`src/rtl/core/hsrb_pkg.sv`:
```
// ----------------------------------------------------------------------------
// hsrb_pkg
// Shared types, codes and hash constants for the hashed shard ring buffers.
// ----------------------------------------------------------------------------
package hsrb_pkg;

    localparam int SHARD_COUNT     = 15;
    localparam int SHARD_W         = 4;
    localparam int DEFAULT_SHARD   = 14;
    localparam int DEF_RING_DEPTH  = 256;
    localparam int HASH_MOD        = 71;
    localparam int RESIDUE_W       = 7;
    localparam int BYTE_SUM_W      = 16;
    localparam int QUOT_W          = 10;
    localparam int RECIP_SHIFT     = 22;
    localparam logic [31:0] RECIP_MUL = 32'd59075;
    localparam int QUEUE_DEPTH     = 4;
    localparam int QPTR_W          = 2;
    localparam int QCNT_W          = 3;

    // mode codes
    localparam logic MODE_PUSH = 1'b0;
    localparam logic MODE_POP  = 1'b1;

    // result status codes
    localparam logic [1:0] ST_PUSHED  = 2'd0;
    localparam logic [1:0] ST_DROPPED = 2'd1;
    localparam logic [1:0] ST_POPPED  = 2'd2;
    localparam logic [1:0] ST_EMPTY   = 2'd3;

    // 256^k mod 71 for the eight bytes of the mixed word
    localparam logic [5:0] BYTE_WEIGHT [8] = '{6'd1, 6'd43, 6'd3, 6'd58,
                                               6'd9, 6'd32, 6'd27, 6'd25};

    localparam logic [6:0] SHARD_PRIMES [SHARD_COUNT] = '{
        7'd2, 7'd3, 7'd5, 7'd7, 7'd11, 7'd13, 7'd17, 7'd19,
        7'd23, 7'd29, 7'd31, 7'd41, 7'd47, 7'd59, 7'd71};

    typedef logic [SHARD_W-1:0] t_shard_lut [HASH_MOD];

    // residue to shard: first prime that divides the residue, else DEFAULT_SHARD
    function automatic t_shard_lut f_build_lut();
        t_shard_lut lut;
        logic       found;
        for (int r = 0; r < HASH_MOD; r++) begin
            found  = 1'b0;
            lut[r] = SHARD_W'(DEFAULT_SHARD);
            for (int i = 0; i < SHARD_COUNT; i++) begin
                if (!found && ((r % SHARD_PRIMES[i]) == 0)) begin
                    lut[r] = SHARD_W'(i);
                    found  = 1'b1;
                end
            end
        end
        return lut;
    endfunction

    localparam t_shard_lut SHARD_LUT = f_build_lut();

    typedef struct packed {
        logic [22:0] process_id;
        logic [63:0] timestamp;
        logic [63:0] instr_pointer;
        logic [63:0] stack_pointer;
        logic [63:0] reg_a;
        logic [63:0] reg_b;
        logic [63:0] reg_c;
        logic [63:0] reg_d;
        logic [63:0] mem_bytes;
        logic [63:0] cpu_ticks;
    } t_sample;

    typedef struct packed {
        logic               mode;
        logic [SHARD_W-1:0] shard;
        t_sample            sample;
    } t_work;

endpackage

```
`src/rtl/core/hsrb_queue.sv`:
```
// ----------------------------------------------------------------------------
// hsrb_queue
// Short queue between the hash front and the ring back.
// ----------------------------------------------------------------------------
module hsrb_queue (
    input  logic                        i_clk,
    input  logic                        i_rst_n,
    input  logic                        i_wr,
    input  hsrb_pkg::t_work             i_wr_data,
    input  logic                        i_rd,
    output hsrb_pkg::t_work             o_rd_data,
    output logic                        o_valid,
    output logic [hsrb_pkg::QCNT_W-1:0] o_count
);
    import hsrb_pkg::*;

    t_work             r_mem [QUEUE_DEPTH];
    logic [QPTR_W-1:0] r_wr_ptr;
    logic [QPTR_W-1:0] r_rd_ptr;
    logic [QCNT_W-1:0] r_count;

    always_ff @(posedge i_clk) begin
        if (i_wr) begin
            r_mem[r_wr_ptr] <= i_wr_data;
        end
    end

    always_ff @(posedge i_clk) begin
        if (!i_rst_n) begin
            r_wr_ptr <= '0;
            r_rd_ptr <= '0;
            r_count  <= '0;
        end else begin
            if (i_wr) begin
                r_wr_ptr <= r_wr_ptr + QPTR_W'(1);
            end
            if (i_rd) begin
                r_rd_ptr <= r_rd_ptr + QPTR_W'(1);
            end
            unique case ({i_wr, i_rd})
                2'b10: begin
                    r_count <= r_count + QCNT_W'(1);
                end
                2'b01: begin
                    r_count <= r_count - QCNT_W'(1);
                end
                default: begin
                    r_count <= r_count;
                end
            endcase
        end
    end

    assign o_rd_data = r_mem[r_rd_ptr];
    assign o_valid   = (r_count != '0);
    assign o_count   = r_count;

endmodule

```
`config.mk`:
```
export PLATFORM = sky130hd
export DESIGN_NAME = hsrb_queue
export DESIGN_NICKNAME = d
export VERILOG_FILES = /design/src/rtl/core/hsrb_pkg.sv /design/src/rtl/core/hsrb_queue.sv
export SDC_FILE = /design/constraint.sdc
export NUM_CORES = 2
export LEC_CHECK = 0
export ABC_CLOCK_PERIOD_IN_PS = 20600
export BUFFER_PORTS_ARGS = -buffer_cell sky130_fd_sc_hd__buf_4
export CAP_MARGIN = 40
export CORE_MARGIN = 1.5
export CORE_UTILIZATION = 33
export CTS_CLUSTER_DIAMETER = 100
export CTS_CLUSTER_SIZE = 20
export DETAILED_ROUTE_END_ITERATION = 12
export MAX_ROUTING_LAYER = met4
export PLACE_DENSITY_LB_ADDON = 0.08
export SYNTH_ARGS = -nofsm -noshare
export SYNTH_HDL_FRONTEND = slang
export SYNTH_SLANG_ARGS = --single-unit
export TNS_END_PERCENT = 10
```
`constraint.sdc`:
```
create_clock -name i_clk -period 20.6 [get_ports i_clk]
set_input_delay 2.06 -clock i_clk [delete_from_list [all_inputs] [get_ports i_clk]]
set_output_delay 2.06 -clock i_clk [all_outputs]
set_load 0.01 [all_outputs]
```
# [After elaboration in Yosys (flattened, before gate mapping)]
# Memories as Yosys holds them, arrays and structs flattened. A register that Yosys moved wholly into a read port is not among the register bits.
# Cells that the tools add are included.
# Widths: inputs -> output; s select.
[totals] inputBits=608 reg_bits=7 out_inout_bits=608 ram_bits=2416 mem_count=1
[memory_table] name="r_mem" depth=4 width=604 rd=1 rd_clocked_by_memory_dff=1 write_ports=1 line="hsrb_queue.sv:17" text="t_work r_mem [QUEUE_DEPTH];"
[op_classes] n_mux=5 add_sub_neg=4 eq_ne=2 n_reduce_logical=2
[op_table] op="$pmux 3 s2" n=1
[op_table] op="$add 2x1->2 const B" n=2
[op_table] op="$mux 2" n=2
[op_table] op="$add 3x1->3 const B" n=1
[op_table] op="$reduce_bool 3->1" n=1
[op_table] op="$sub 3x1->3 const B" n=1
[op_table] op="$eq 2x1->1 const B" n=1
[op_table] op="$eq 2x2->1 const B" n=1
[op_table] op="$mux 1" n=2
[op_table] op="$reduce_bool 2->1" n=1

# [Longest topological paths before layout]
[logic_depth] depth_word=3 depth_mapped=7 mapped_depth_nobuf=7

# [Least setup slack after synthesis]
# No wires, ideal clock.
[synth_path] kind="input to register" from="input i_wr" to="memory r_mem[0][0] in the netlist's numbering (enable)" t_arrival_ns=15.602 setup_time_ns=1.046 cell_stages=1 path_slack_ns=3.952 path_cell_list="and2_1"
[synth_via] elab_chain_cells=2
[synth_rtl] element="start: declaration" line="hsrb_queue.sv:8" text="input logic i_wr,"
[synth_rtl] element="$mux 1" line="hsrb_queue.sv:23" text="if (i_wr) begin"
[synth_rtl] element="$mux 1 (implied by the code)" line="hsrb_queue.sv:24" text="r_mem[r_wr_ptr] <= i_wr_data;"
[synth_rtl] element="end: declaration" line="hsrb_queue.sv:17"
# No other way between the ends.

==> out/qor.txt <==
Status - complete, no violations
Crit path cell chain - buf_4, buf_12, buf_4, buf_16, buf_4, mux4_2, buf_4
Area occupied by multi-input gates - 0.01386 mm2
Die extent in x - 518.4 um
Setup crit start kind - register
Postcts setup bufs - 0
Pwr dens - 93.75 mW/mm2
Routed Antenna Nets - 0
Area Growth Syn to Fin - 20.24%
WP data required - 18.54 ns
Hold violation count in the final report - 0
Seq cells post-synth - 2,425
Sum Neg Setup Slack - 0 ns
Placed wire-length estimate - 158.1 mm
CTS tree - yes
CORE AREA - 0.2646 mm2
FILL cells - 23,400
Synthesized area per cell - 27.40 um2
Worst rel slew slack - 0.2812
Worst setup EP type - output port
Clock Tree Root - clkbuf_16
Setup skew after layout - 0.02805 ns
Fin cells - 8,146
PortBufs - 1,215
Layout cell share with drive strength beyond 1 - 0.4543
Slew Viols, Final - 0
DP Area - 0.1012 mm2
FP Rows - 189
IO Pins - 1,216
EDFF count, synth - 2,416
VDD IR max - 0.00007713 V
Most common cell in the netlist - edfxtp_1
Tcrit/Tclk final - 0.3530
H-tree levels - 4
CTS resizes - 0
Largest net degree at the start of global routing - 140
R2r startpoint - r_wr_ptr[0]
Initial DRC Count - 2,747
Async SR Flop Fraction - 0
Highest clock rate - 137.5 MHz
Most frequent CP cell - buf_4
Final instance area - 0.1054 mm2
Starting Density - 0.3312
Antenna violations before repair - 104
GRT overflow - 0
Hold buffers post-CTS - 0
Die height - 518.4 um
Max cap viols - 0
R2r setup slk - 15.25 ns
Synthesized area - 0.08765 mm2
Clk Latency, worst-skew pair - 0.80 ns
Die area - 0.2687 mm2
Drc violations - 0
Leading area contributor after synthesis - edfxtp_1
Routed length per instance - 29.34 um
Synth warn - 0
Clock transition at the registers of the reported paths - 0.09 ns
Storage cell area - 0.07274 mm2
Post-synth top flop - edfxtp_1
Worst path arrival time - 5.21 ns
TritonCTS buffer count - 141
Leak Pwr - 34.01 nW
Clock Path Buffers - 3
Vias in the first global route - 40,520
First-pass GRT wire length - 330.4 mm
Pwr Total - 9.880 mW
Max incr delay on CP - 0.84 ns
Synth Net Count - 3,813
Post-synthesis sequential area ratio - 0.8298
RSZ-0062 raised after global routing - no
Hold Path Class - register to register
Post-Synthesis Cells - 3,199
Synth top cells by count - 2,416 x edfxtp_1, 604 x mux4_2, 63 x buf_6
Via/cell ratio - 4.789
Hold slack - 0.5237 ns
DP Cell Count - 7,886
Synth top area cells - edfxtp_1 83%, mux4_2 16%, buf_6 0.81%
Nets - 5,110
Hold Crit Start - o_count[2]
Top cell type's share of synthesized area - 0.8277
Minimum clock period - 7.273 ns
Worst slew pin tran - 1.078 ns
Total Routing Usage GR - 0.1798
GPL Wtd Cong - 0.7718
Vias - 39,010
Final setup viols - 0
WS Path Type - register to output port
Number of detailed-route iterations in the first pass - 5
Crit-path slowest cell - dfxtp_4
Netlist cell types - 19
Total routed wirelength - 239.0 mm
Worst-path maximum fanout - 91
CTS sink cnt - 2,425
==> final cells by class <==
cell class              instances  share of cell area
well taps                    3533             0.04194
diodes                         79            0.001876
inverters                       6           0.0002137
flip-flops and latches       2425              0.6902
clock buffers                 164             0.03511
multi-input cells             634              0.1315
repair buffers               1288             0.09673
clock inverters                17            0.002505
==> final timing paths <==
path	cells past startpoint	to
max	7	o_rd_data[219]
min	2	o_count[2]
max reg2reg	7	r_mem[1][137]
min reg2reg	2	o_count[2]
==> critical path: cells and delay by family (launching register included) <==
family                 cells  cell delay [ns]
buffers and inverters      6             2.73
flip-flops                 1             0.84
multiplexers               1             0.62
==> cells by family after synthesis <==
kind of cell,share of synthesized area
xor+xnor,0.0004997
simple gates,0.001014
mux,0.1553
fa+ha+maj,0.0009421
flops,0.8298
buf+inv,0.01228
compound gates,0.0001999
==> metrics by stage <==
| step | util | setup WS [ns] |
|---|---|---|
| 2_1_floorplan | - | 3.952 |
| 3_3_place_gp | 0.3807 | 13.28 |
| 6_report | 0.3983 | 13.33 |
| 3_5_place_dp | 0.3826 | 13.37 |
| 4_1_cts | 0.3975 | 12.91 |
| 5_1_grt | 0.3983 | 12.69 |
==> layout by cell type (no fill, tap or decap) <==
cell	n
clkinvlp_4	1
or3_1	2
ha_1	5
o21ai_0	2
diode_2	79
a21boi_0	1
edfxtp_1	2416
buf_4	1255
inv_1	6
mux2i_1	1
fa_1	1
dfxtp_1	7
xnor2_1	2
nand2_1	2
bufinv_16	1
mux4_2	604
xor2_1	3
nor2b_1	1
clkinv_8	4
inv_16	2
and2_4	4
inv_6	6
dfxtp_4	2
clkinv_4	1
buf_16	15
buf_12	18
clkbuf_16	145
and2_1	6
clkinv_16	2
clkbuf_1	19
==> metal layers <==
layer,global-route usage,routed length [um],up-vias
li1,-,-,16560
met1,0.2079,91530,21050
met2,0.2875,118500,1159
met3,0.07642,23590,241
met4,0.04543,5401,0
met5,-,0,-
==> where the power goes <==
group / leakage (nW) / switching, mW / total [mW] / internal, mW
combinational: 9.81 / 0.691 / 1.28 / 0.590
sequential: 22.3 / 0.0500 / 5.72 / 5.67
clock: 1.93 / 1.58 / 2.88 / 1.30
==> flip-flops by register name, summed over array words and instances (netlist names), named ones only <==
| name | flops |
|---|---|
| r_rd_ptr | 2 |
| r_mem | 2416 |
| r_wr_ptr | 2 |
| o_count | 3 |
Note: power is estimated with default switching activity, not from simulation.
