**src/rtl/core/hsrb_pkg.sv**
```systemverilog
// ----------------------------------------------------------------------------
// hsrb_pkg
// Shared types, codes and hash constants for the hashed shard ring buffers.
// ----------------------------------------------------------------------------
package hsrb_pkg;

    localparam int SHARD_COUNT     = 15;
    localparam int SHARD_W         = 4;
    localparam int DEFAULT_SHARD   = 14;
    localparam int DEF_RING_DEPTH  = 256;
    localparam int HASH_MOD        = 71;
    localparam int RESIDUE_W       = 7;
    localparam int BYTE_SUM_W      = 16;
    localparam int QUOT_W          = 10;
    localparam int RECIP_SHIFT     = 22;
    localparam logic [31:0] RECIP_MUL = 32'd59075;
    localparam int QUEUE_DEPTH     = 4;
    localparam int QPTR_W          = 2;
    localparam int QCNT_W          = 3;

    // mode codes
    localparam logic MODE_PUSH = 1'b0;
    localparam logic MODE_POP  = 1'b1;

    // result status codes
    localparam logic [1:0] ST_PUSHED  = 2'd0;
    localparam logic [1:0] ST_DROPPED = 2'd1;
    localparam logic [1:0] ST_POPPED  = 2'd2;
    localparam logic [1:0] ST_EMPTY   = 2'd3;

    // 256^k mod 71 for the eight bytes of the mixed word
    localparam logic [5:0] BYTE_WEIGHT [8] = '{6'd1, 6'd43, 6'd3, 6'd58,
                                               6'd9, 6'd32, 6'd27, 6'd25};

    localparam logic [6:0] SHARD_PRIMES [SHARD_COUNT] = '{
        7'd2, 7'd3, 7'd5, 7'd7, 7'd11, 7'd13, 7'd17, 7'd19,
        7'd23, 7'd29, 7'd31, 7'd41, 7'd47, 7'd59, 7'd71};

    typedef logic [SHARD_W-1:0] t_shard_lut [HASH_MOD];

    // residue to shard: first prime that divides the residue, else DEFAULT_SHARD
    function automatic t_shard_lut f_build_lut();
        t_shard_lut lut;
        logic       found;
        for (int r = 0; r < HASH_MOD; r++) begin
            found  = 1'b0;
            lut[r] = SHARD_W'(DEFAULT_SHARD);
            for (int i = 0; i < SHARD_COUNT; i++) begin
                if (!found && ((r % SHARD_PRIMES[i]) == 0)) begin
                    lut[r] = SHARD_W'(i);
                    found  = 1'b1;
                end
            end
        end
        return lut;
    endfunction

    localparam t_shard_lut SHARD_LUT = f_build_lut();

    typedef struct packed {
        logic [22:0] process_id;
        logic [63:0] timestamp;
        logic [63:0] instr_pointer;
        logic [63:0] stack_pointer;
        logic [63:0] reg_a;
        logic [63:0] reg_b;
        logic [63:0] reg_c;
        logic [63:0] reg_d;
        logic [63:0] mem_bytes;
        logic [63:0] cpu_ticks;
    } t_sample;

    typedef struct packed {
        logic               mode;
        logic [SHARD_W-1:0] shard;
        t_sample            sample;
    } t_work;

endpackage

```
**src/rtl/core/hsrb_front.sv**
```systemverilog
// ----------------------------------------------------------------------------
// hsrb_front
// Accepts items, hashes each sample to a shard and hands items to the queue.
// ----------------------------------------------------------------------------
module hsrb_front (
    input  logic                       i_clk,
    input  logic                       i_rst_n,
    input  logic                       i_push,
    output logic                       o_full,
    input  logic                       i_mode,
    input  hsrb_pkg::t_sample          i_sample,
    input  logic [hsrb_pkg::QCNT_W-1:0] i_q_count,
    output logic                       o_q_wr,
    output hsrb_pkg::t_work            o_q_data
);
    import hsrb_pkg::*;

    logic                  w_accept;
    logic [QCNT_W:0]       w_credit;
    logic [63:0]           w_mixed;
    logic [BYTE_SUM_W-1:0] w_sum;
    logic [31:0]           w_prod;
    logic [BYTE_SUM_W-1:0] w_qmul;
    logic [RESIDUE_W-1:0]  w_residue;

    logic                  r1_valid;
    t_work                 r1_work;
    logic [BYTE_SUM_W-1:0] r1_sum;
    logic                  r2_valid;
    t_work                 r2_work;
    logic [BYTE_SUM_W-1:0] r2_sum;
    logic [QUOT_W-1:0]     r2_quot;

    // reserve queue room for everything still in the hash stages
    assign w_credit = (QCNT_W+1)'(i_q_count) + (QCNT_W+1)'(r1_valid)
                    + (QCNT_W+1)'(r2_valid);
    assign o_full   = (w_credit >= (QCNT_W+1)'(QUEUE_DEPTH));
    assign w_accept = i_push && !o_full;

    assign w_mixed = i_sample.instr_pointer ^ i_sample.stack_pointer ^ i_sample.reg_a
                   ^ i_sample.mem_bytes ^ i_sample.cpu_ticks;

    // byte-weighted sum keeps the value congruent mod 71
    always_comb begin
        w_sum = '0;
        for (int k = 0; k < 8; k++) begin
            w_sum = w_sum + BYTE_SUM_W'(w_mixed[8*k +: 8]) * BYTE_SUM_W'(BYTE_WEIGHT[k]);
        end
    end

    assign w_prod    = 32'(r1_sum) * RECIP_MUL;
    assign w_qmul    = BYTE_SUM_W'(r2_quot) * BYTE_SUM_W'(HASH_MOD);
    assign w_residue = RESIDUE_W'(r2_sum - w_qmul);

    always_ff @(posedge i_clk) begin
        if (!i_rst_n) begin
            r1_valid <= 1'b0;
            r2_valid <= 1'b0;
        end else begin
            r1_valid <= w_accept;
            r2_valid <= r1_valid;
        end
    end

    always_ff @(posedge i_clk) begin
        r1_work.mode   <= i_mode;
        r1_work.shard  <= '0;
        r1_work.sample <= i_sample;
        r1_sum         <= w_sum;
        r2_work        <= r1_work;
        r2_sum         <= r1_sum;
        r2_quot        <= w_prod[RECIP_SHIFT +: QUOT_W];
    end

    always_comb begin
        o_q_data       = r2_work;
        o_q_data.shard = SHARD_LUT[w_residue];
    end
    assign o_q_wr = r2_valid;

endmodule

```
**config.mk**
```make
export PLATFORM = sky130hd
export DESIGN_NAME = hsrb_front
export DESIGN_NICKNAME = d
export VERILOG_FILES = /design/src/rtl/core/hsrb_pkg.sv /design/src/rtl/core/hsrb_front.sv
export SDC_FILE = /design/constraint.sdc
export NUM_CORES = 1
export LEC_CHECK = 0
export BUFFER_PORTS_ARGS = -buffer_cell sky130_fd_sc_hd__buf_2
export CAP_MARGIN = 20
export CELL_PAD_IN_SITES_DETAIL_PLACEMENT = 0
export CELL_PAD_IN_SITES_GLOBAL_PLACEMENT = 2
export CORE_AREA = 2 2 472 474
export DETAILED_ROUTE_END_ITERATION = 8
export DIE_AREA = 0 0 474 476
export GPL_ROUTABILITY_DRIVEN = 1
export PLACE_DENSITY = 0.54
export SLEW_MARGIN = 10
export SYNTH_ARGS = -nofsm -noshare
export SYNTH_HDL_FRONTEND = slang
export SYNTH_SLANG_ARGS = --single-unit
```
**constraint.sdc**
```tcl
create_clock -name i_clk -period 15.4 [get_ports i_clk]
set_input_delay 4.62 -clock i_clk [delete_from_list [all_inputs] [get_ports i_clk]]
set_output_delay 4.62 -clock i_clk [all_outputs]
set_load 0.01 [all_outputs]
```
After elaboration in Yosys (flattened, before gate mapping)
Memories as Yosys holds them, arrays and structs flattened.
Index checks and enable logic that the tools add are counted.
Word-level totals
  memories kept: 1
  memory bits (read-only): 512
  word-level logic and storage cells: 57
  register bits after elaboration: 1235
Memory list
  (name not given): depth 128, width 4, rd ports 1, clocked after Yosys merged registers in 0, write ports 0, line hsrb_front.sv:77  | o_q_data.shard = SHARD_LUT[w_residue];
Operators by class
  multiplexer cells: 2
  order comparisons: 2
  multipliers: 8
  bitwise logic cells: 5
  reductions and logical operators: 2
  $add $sub $neg: 10
Operator list (number)
  64-bit XOR: 4
  16-bit by 13-bit adder with 16-bit output: 3
  8-bit by 5-bit multiplier with 13-bit output, second input constant: 3
  16-bit by 16-bit multiplier with 32-bit output, second input constant: 1
  15-bit by 10-bit adder with 16-bit output: 1
  16-bit by 12-bit adder with 16-bit output: 1
  16-bit by 14-bit adder with 16-bit output: 1
  8-bit by 14-bit adder with 15-bit output: 1
  8-bit by 6-bit multiplier with 14-bit output, second input constant: 1
  8-bit by 4-bit multiplier with 12-bit output, second input constant: 1
  10-bit by 7-bit multiplier with 7-bit output, second input constant: 1
  8-bit by 2-bit multiplier with 10-bit output, second input constant: 1
  8-bit >= comparator, second input constant: 1
  4-bit two-way mux: 2
  7-bit inverter with 8-bit output: 1
  7-bit subtractor: 1
  3-bit by 1-bit adder with 4-bit output: 1
  4-bit by 1-bit adder with 4-bit output: 1
  4-bit by 3-bit >= comparator with 1-bit output, second input constant: 1
  1-bit logical AND: 1
  1-bit zero test: 1

Depth between registers and ports, before layout
Gate-level depths: netlist (run 1).
  depth in word-level cells: 12
  mapped depth: 34
  depth with buffers taken out: 34

Worst setup path before layout (run 1)
OpenSTA, ideal clock, no wires.
  path type: input -> register
  start: input i_sample[89] (netlist name)
  end: register r1_sum[15]
  path slack: 3.138 ns
  required time: 15.281 ns
  setup time: 0.119 ns
  buffers on the path: 0
  arrival: 12.143 ns
  stages: 33
  cell sequence: xnor2_1 xnor2_1 xnor2_1 xnor2_1 ha_1 or2_2 ha_1 inv_1 fa_1 inv_1 ha_1 a21oi_1 nor2_1 nor2_1 o21bai_1 a21oi_1 xnor2_1 fa_1 fa_1 fa_1 inv_1 fa_1 inv_1 fa_1 inv_1 fa_1 inv_1 ha_1 nor4_1 a211oi_1 o31ai_1 mux2i_1 nor2_1
Between the ends
  word-level cells in the longest chain between the ends: 8
Ends and longest elaborated chain
  from (decl): line hsrb_front.sv:11  | input hsrb_pkg::t_sample i_sample,
  64-bit XOR (2 in a row): line hsrb_front.sv:41  | ^ i_sample.mem_bytes ^ i_sample.cpu_ticks;
  8-bit by 5-bit multiplier with 13-bit output: line hsrb_front.sv:47  | w_sum = w_sum + BYTE_SUM_W'(w_mixed[8*k +: 8]) * BYTE_SUM_W'(BYTE_WEIGHT[k]);
  16-bit by 14-bit adder with 16-bit output: line hsrb_front.sv:47
  16-bit by 12-bit adder with 16-bit output: line hsrb_front.sv:47
  16-bit by 13-bit adder with 16-bit output (3 in a row): line hsrb_front.sv:47
  named net w_sum[15]: line hsrb_front.sv:21  | logic [BYTE_SUM_W-1:0] w_sum;
  to (signal assigned): line hsrb_front.sv:69  | r1_sum <= w_sum;
  to (decl): line hsrb_front.sv:28  | logic [BYTE_SUM_W-1:0] r1_sum;
The timed path passes the listed nets, and every way through them passes these cells.
A chain may end at the register's enable or synchronous reset.

Final worst setup path (run 1)
  start: input i_sample[473] (netlist name)
  end: register r1_sum[15]
Between the ends
  word-level cells in the longest chain between the ends: 10
Ends and longest elaborated chain
  64-bit XOR (2 in a row): line hsrb_front.sv:40  | assign w_mixed = i_sample.instr_pointer ^ i_sample.stack_pointer ^ i_sample.reg_a
  64-bit XOR (2 in a row): line hsrb_front.sv:41
  8-bit by 5-bit multiplier with 13-bit output: line hsrb_front.sv:47
  16-bit by 14-bit adder with 16-bit output: line hsrb_front.sv:47
  16-bit by 12-bit adder with 16-bit output: line hsrb_front.sv:47
  16-bit by 13-bit adder with 16-bit output (3 in a row): line hsrb_front.sv:47
  named net w_sum[15]: line hsrb_front.sv:21
The timed path passes the listed nets, and every way through them passes these cells.

==> impl_metrics.tcl, run 1 <==
set metrics [dict create \
    ys_seq_area_share_pct 65.4 \
    setup_viol 0 \
    num-fill-cells 23700 \
    reg2reg_to "r2_quot[3]$_DFF_P_" \
    first_global_vias 24000 \
    route.detailed.drc 0 \
    synth_area_per_cell_um2 14.5 \
    grt_max_degree 17 \
    final_nets 5056 \
    post_cts_resized 0 \
    worst_setup_path_start_kind "input pin" \
    reg2reg_from "r1_sum[2]$_DFF_P_" \
    cts_setup_buffers 0 \
    fin_crit_sh_pct 82.0 \
    synth_cells 2598 \
    min_from "r1_work[555]$_DFF_P_" \
    async_flop_share_pct 0 \
    clkLatencyLatePin_ns 0.77 \
    ys.flop_type "dfxtp_1" \
    slowest_delay_ns 0.72 \
    outcome "finished, final reports clean" \
    clockBufferDepth 3 \
    cts_buffers 139 \
    crit_path_end_kind "flop" \
    whs_path_depth 0 \
    worstPathArrival_ns 13.26 \
    dieArea_mm2 0.226 \
    ys_ff_latch 1232 \
    dieWidth_um 474 \
    hold_viol 0 \
    hold_class "flop to flop" \
    track_usage_pct 12.5 \
    relSlewSlack_pct 29.6 \
    layout-drive-gt1-share_pct 36.2 \
    dieHeight_um 476 \
    tns_ns 0 \
    tightest_slew_ns 1.05 \
    synth_top_area_share_pct 65.4 \
    yosysTopAreaCell "dfxtp_1" \
    ant_nets 0 \
    drtPass1Iterations 4 \
    cp.required_ns 16.03 \
    ys_warn_count 0 \
    routed_via_density 3.20 \
    numPortBuffers 1211 \
    synth.distinct_cells 57 \
    finClkSkew_ns 0.0374 \
    synth_area_leaders "dfxtp_1, fa_1, ha_1, xnor2_1, inv_1" \
    syn-cell-area_mm2 0.0377 \
    vias 22600 \
    drt-total-wl_um 145000 \
    worstPathMaxFanout 3 \
    dp_hpwl_um 123000 \
    maxCapViolCount 0 \
    grt_first_pass_wirelength_um 192000 \
    antenna_found_initial 66 \
    fin_crit_ns 12.63 \
    rrSetupSlack_ns 9.65 \
    pin_count 1212 \
    crit_type "input pin to flop" \
    grt_remaining_overflow 0 \
    fmax_mhz 79.2 \
    synth_edf_count 0 \
    slowest_stage "xnor2_1" \
    routedWlPerCell_um 20.5 \
    drt_iter0_drc 794 \
    final_max_slew_viol_count 0 \
    cts.reportedPaths.clkPinSlew_ns 0.06 \
    cts_sinks 1232 \
    rows 173 \
    cts_root_buf "clkbuf_16" \
    hold_buffers 0 \
    min_to "o_q_data[555]$_DFF_P_" \
    syn_to_final_growth_pct 39.5 \
    rsz0062_at_grt "no" \
    place.gp.congestion 0.799 \
    r2r_cells 18 \
    cts_tree "yes" \
    coreArea_mm2 0.221 \
    crit_top_cell "fa_1" \
    synth_nets 3692 \
    htreeDepth 4 \
    initial_core_util_pct 17.1 \
]
## final cells by class
class	count	area [µm²]	share of cell area, %
clock inverter	67	1010	1.91
timing repair buffer	1226	6170	11.7
tap	2975	3720	7.07
antenna	23	57.6	0.109
inverter	368	1380	2.62
clock buffer	183	3950	7.51
multi-input combinational	995	11700	22.2
sequential	1232	24700	46.9
## metal layers
layer / vias up / track usage (%) / wire length [µm]
met5: - / 0 / 306
met4: 50 / 3.52 / 3480
met3: 233 / 5.81 / 14400
met2: 879 / 19.1 / 64500
met1: 10700 / 15.6 / 62200
li1: 10800 / - / -
## through the flow
stage | worst slack [ns] | hold WS, ns | utilization, % | instances | area, µm²
after floorplan | 3.14 | 0.310 | - | 2598 | 37700
after global placement | 1.83 | 0.310 | 21.5 | 6795 | 47600
after detailed placement | 1.88 | 0.312 | 21.5 | 6795 | 47600
after CTS | 2.71 | 0.301 | 23.8 | 7045 | 52600
after global routing | 2.35 | 0.307 | 23.8 | 7049 | 52600
final | 2.77 | 0.306 | 23.8 | 7069 | 52600
## synthesized netlist by cell type, drive strengths merged, types with 2 or more instances
| master | count |
|---|---|
| dfxtp | 1232 |
| inv | 368 |
| xnor2 | 282 |
| ha | 268 |
| fa | 220 |
| a21oi | 31 |
| nor2 | 26 |
| xor2 | 25 |
| o21ai | 21 |
| nand2 | 18 |
| o21a | 9 |
| a21o | 8 |
| and2 | 6 |
| and3 | 5 |
| nand2b | 5 |
| nand3 | 5 |
| a211oi | 4 |
| a31oi | 4 |
| mux2i | 4 |
| nand4 | 4 |
| nor2b | 4 |
| o22ai | 4 |
| o31ai | 4 |
| a221oi | 3 |
| o21bai | 3 |
| a311oi | 2 |
| buf | 2 |
| nor3 | 2 |
| nor3b | 2 |
| nor4 | 2 |
| o2bb2ai | 2 |
| or2 | 2 |
| or4 | 2 |
## worst max-delay path: cells and delay by family
| family | cells | cell delay, ns |
|---|---|---|
| xor gates and xnor gates | 5 | 1.53 |
| buffers and inverters | 7 | 0.41 |
| adders and majority gates | 11 | 4.52 |
| muxes | 1 | 0.23 |
| AOI/OAI and AO/OA | 5 | 0.99 |
| and+or+nand+nor | 5 | 0.93 |
## cell families (layout without fill, tap and decap cells)
family | count (synthesis) | after routing | synth area share (%)
xor gates and xnor gates | 308 | 308 | 7.19
buffers and inverters | 371 | 1844 | 3.70
other | 0 | 23 | 0
muxes | 4 | 4 | 0.106
DFF | 1232 | 1232 | 65.4
adders and majority gates | 489 | 489 | 20.6
and+or+nand+nor | 88 | 88 | 1.24
AOI/OAI and AO/OA | 106 | 106 | 1.83
## sequential cells by signal, indices dropped and copies added, names as in the netlist
register and cells:
o_q_data 600, r1_work 600, r1_sum 16, r2_quot 7
r2_sum 7, o_q_wr 1, r1_valid 1
## worst max-delay path by stage
stage	slack [ns]	to	from
final	2.77	r1_sum[15]$_DFF_P_	i_sample[473]
after global routing	2.35	r1_sum[15]$_DFF_P_	i_sample[473]
after detailed placement	1.88	r1_sum[15]$_DFF_P_	i_sample[473]
after CTS	2.71	r1_sum[15]$_DFF_P_	i_sample[473]
after global placement	1.83	r1_sum[15]$_DFF_P_	i_sample[473]
after floorplan	3.14	r1_sum[15]$_DFF_P_	i_sample[89]
## cells in the final DEF (no fill, tap or decap), types with 5 or more instances in the layout
master      instances
and2_1              6
clkinv_4            5
and3_1              5
a21o_1              8
inv_1             368
buf_4              14
diode_2            23
nand2_1            18
clkbuf_8           31
xnor2_1           281
clkinvlp_4          5
clkbuf_16         139
bufinv_16          16
ha_1              268
buf_2            1211
o21ai_0            19
inv_16              6
nor2_1             25
a21oi_1            31
inv_6               5
o21a_1              9
clkbuf_1           13
fa_1              220
xor2_1             25
clkinv_2           22
nand2b_1            5
dfxtp_1          1232
Power of run 1 is left out: the tool's default activity adds up to more than one toggle a clock period on the data nets, which glitch-free logic cannot reach.
==> run 2, diff against run 1 <==
==> constraint.sdc (replaced) <==
create_clock -name i_clk -period 13.2 [get_ports i_clk]
set_input_delay 3.96 -clock i_clk [delete_from_list [all_inputs] [get_ports i_clk]]
set_output_delay 3.96 -clock i_clk [all_outputs]
set_load 0.01 [all_outputs]
==> run 2 against run 1 <==
First-iteration DRC count shrank 5.9%. Global-route usage is essentially flat. Die area did not move. Clock skew is 0.052 ns higher. Critical path type unchanged. Critical endpoint unchanged.
==> impl_metrics.tcl, run 2 (synthesized netlist as in run 1, its figures left out) <==
set metrics [dict create \
    hold_viol 0 \
    multiInputGateArea_mm2 0.0117 \
    routedWlPerCell_um 20.5 \
    final_cells 7071 \
    relSlewSlack_pct 33.3 \
    pin_count 1212 \
    min_from "r1_work[188]$_DFF_P_" \
    drt-total-wl_um 145000 \
    clockBufferDepth 3 \
    dp_hpwl_um 123000 \
    post_cts_resized 0 \
    reg2reg_from "r1_sum[2]$_DFF_P_" \
    layout-drive-gt1-share_pct 36.0 \
    finClkSkew_ns 0.0894 \
    initial_core_util_pct 17.1 \
    antenna_found_initial 73 \
    cts.reportedPaths.clkPinSlew_ns 0.06 \
    dieHeight_um 476 \
    drtPass1Iterations 4 \
    outcome "finished, final reports clean" \
    crit_top_cell "fa_1" \
    fin_crit_sh_pct 87.3 \
    slowest_delay_ns 0.52 \
    cts_sinks 1232 \
    syn_to_final_growth_pct 39.5 \
    dp_cells 6796 \
    cts_tree "yes" \
    first_global_vias 24000 \
    grt_remaining_overflow 0 \
    layout_commonest_cell "dfxtp_1" \
    setup_viol 0 \
    grt_max_degree 17 \
    dieWidth_um 474 \
    crit_type "input pin to flop" \
    clkLatencyLatePin_ns 0.80 \
    cp.required_ns 13.86 \
    slowest_stage "fa_1" \
    ff_latch_area_mm2 0.0247 \
    numPortBuffers 1211 \
    grt_first_pass_wirelength_um 193000 \
    fmax_mhz 86.7 \
    cts_buffers 140 \
    htreeDepth 4 \
    final_max_slew_viol_count 0 \
    place.gp.congestion 0.796 \
    final_nets 5057 \
    route.detailed.drc 0 \
    track_usage_pct 12.5 \
    drt_iter0_drc 747 \
    vias 22600 \
    dieArea_mm2 0.226 \
    final_cell_mix "dfxtp_1, buf_2, inv_1" \
    cts_setup_buffers 0 \
    hold_buffers 0 \
    rsz0062_at_grt "no" \
    routed_via_density 3.19 \
    num-fill-cells 23600 \
    fin_crit_ns 11.53 \
    coreArea_mm2 0.221 \
    tns_ns 0 \
    worstPathMaxFanout 5 \
    worst_setup_path_start_kind "input pin" \
    tightest_slew_ns 0.993 \
    worstPathArrival_ns 12.19 \
    cts_root_buf "clkbuf_16" \
    ant_nets 0 \
    startpoint "i_sample[473]" \
    hold_class "flop to flop" \
    crit_path_end_kind "flop" \
    maxCapViolCount 0 \
    rows 173 \
]
run 2: changes by cell type in the layout (fill, tap and decap cells not counted), sizes merged:
cell / delta
buf: +1
bufinv: -3
diode: -2
clkinv: +4
clkbuf: +4
inv: -7
clkinvlp: +5
run 2: through the flow:
| step | hold slack [ns] | setup WS [ns] | area, µm² | util [%] |
|---|---|---|---|---|
| after floorplan | 0.310 | 1.60 | 37700 | - |
| after global placement | 0.310 | 0.852 | 47600 | 21.5 |
| after detailed placement | 0.312 | 0.875 | 47600 | 21.5 |
| after CTS | 0.257 | 1.72 | 52600 | 23.8 |
| after global routing | 0.271 | 1.24 | 52600 | 23.8 |
| final | 0.278 | 1.67 | 52600 | 23.8 |
run 2: worst paths after layout:
check / end / slack [ns] / depth (start not counted)
setup / recovery: r1_sum[15]$_DFF_P_ / 1.67 / 35
hold / removal: o_q_data[188]$_DFF_P_ / 0.28 / 0
setup reg to reg: r2_quot[3]$_DFF_P_ / 7.42 / 18
hold reg to reg: o_q_data[188]$_DFF_P_ / 0.28 / 0
run 2: critical path: cells and delay by family:
| kind | cells | cell delay (ns) |
|---|---|---|
| adders and majority gates | 11 | 4.46 |
| muxes | 1 | 0.22 |
| AOI/OAI and AO/OA | 5 | 1.00 |
| and+or+nand+nor | 5 | 0.97 |
| buffers and inverters | 8 | 0.65 |
| xor gates and xnor gates | 5 | 0.91 |
run 2: area by class of cell:
| type | count | area share (%) |
|---|---|---|
| sequential | 1232 | 46.9 |
| multi-input combinational | 995 | 22.2 |
| timing repair buffer | 1226 | 11.7 |
| clock buffer | 188 | 7.53 |
| tap | 2975 | 7.07 |
| inverter | 368 | 2.62 |
| clock inverter | 66 | 1.89 |
| antenna | 21 | 0.0998 |
run 2: metal layers:
layer,part of all wire (%),vias up,global-route usage (%),routed length (µm)
met5,0.22,-,0,320
met4,2.2,52,3.40,3170
met1,42,10600,15.4,60600
met3,11,229,6.06,15800
met2,45,867,19.3,65000
li1,-,10800,-,-
Power of run 2 is left out for the same reason.
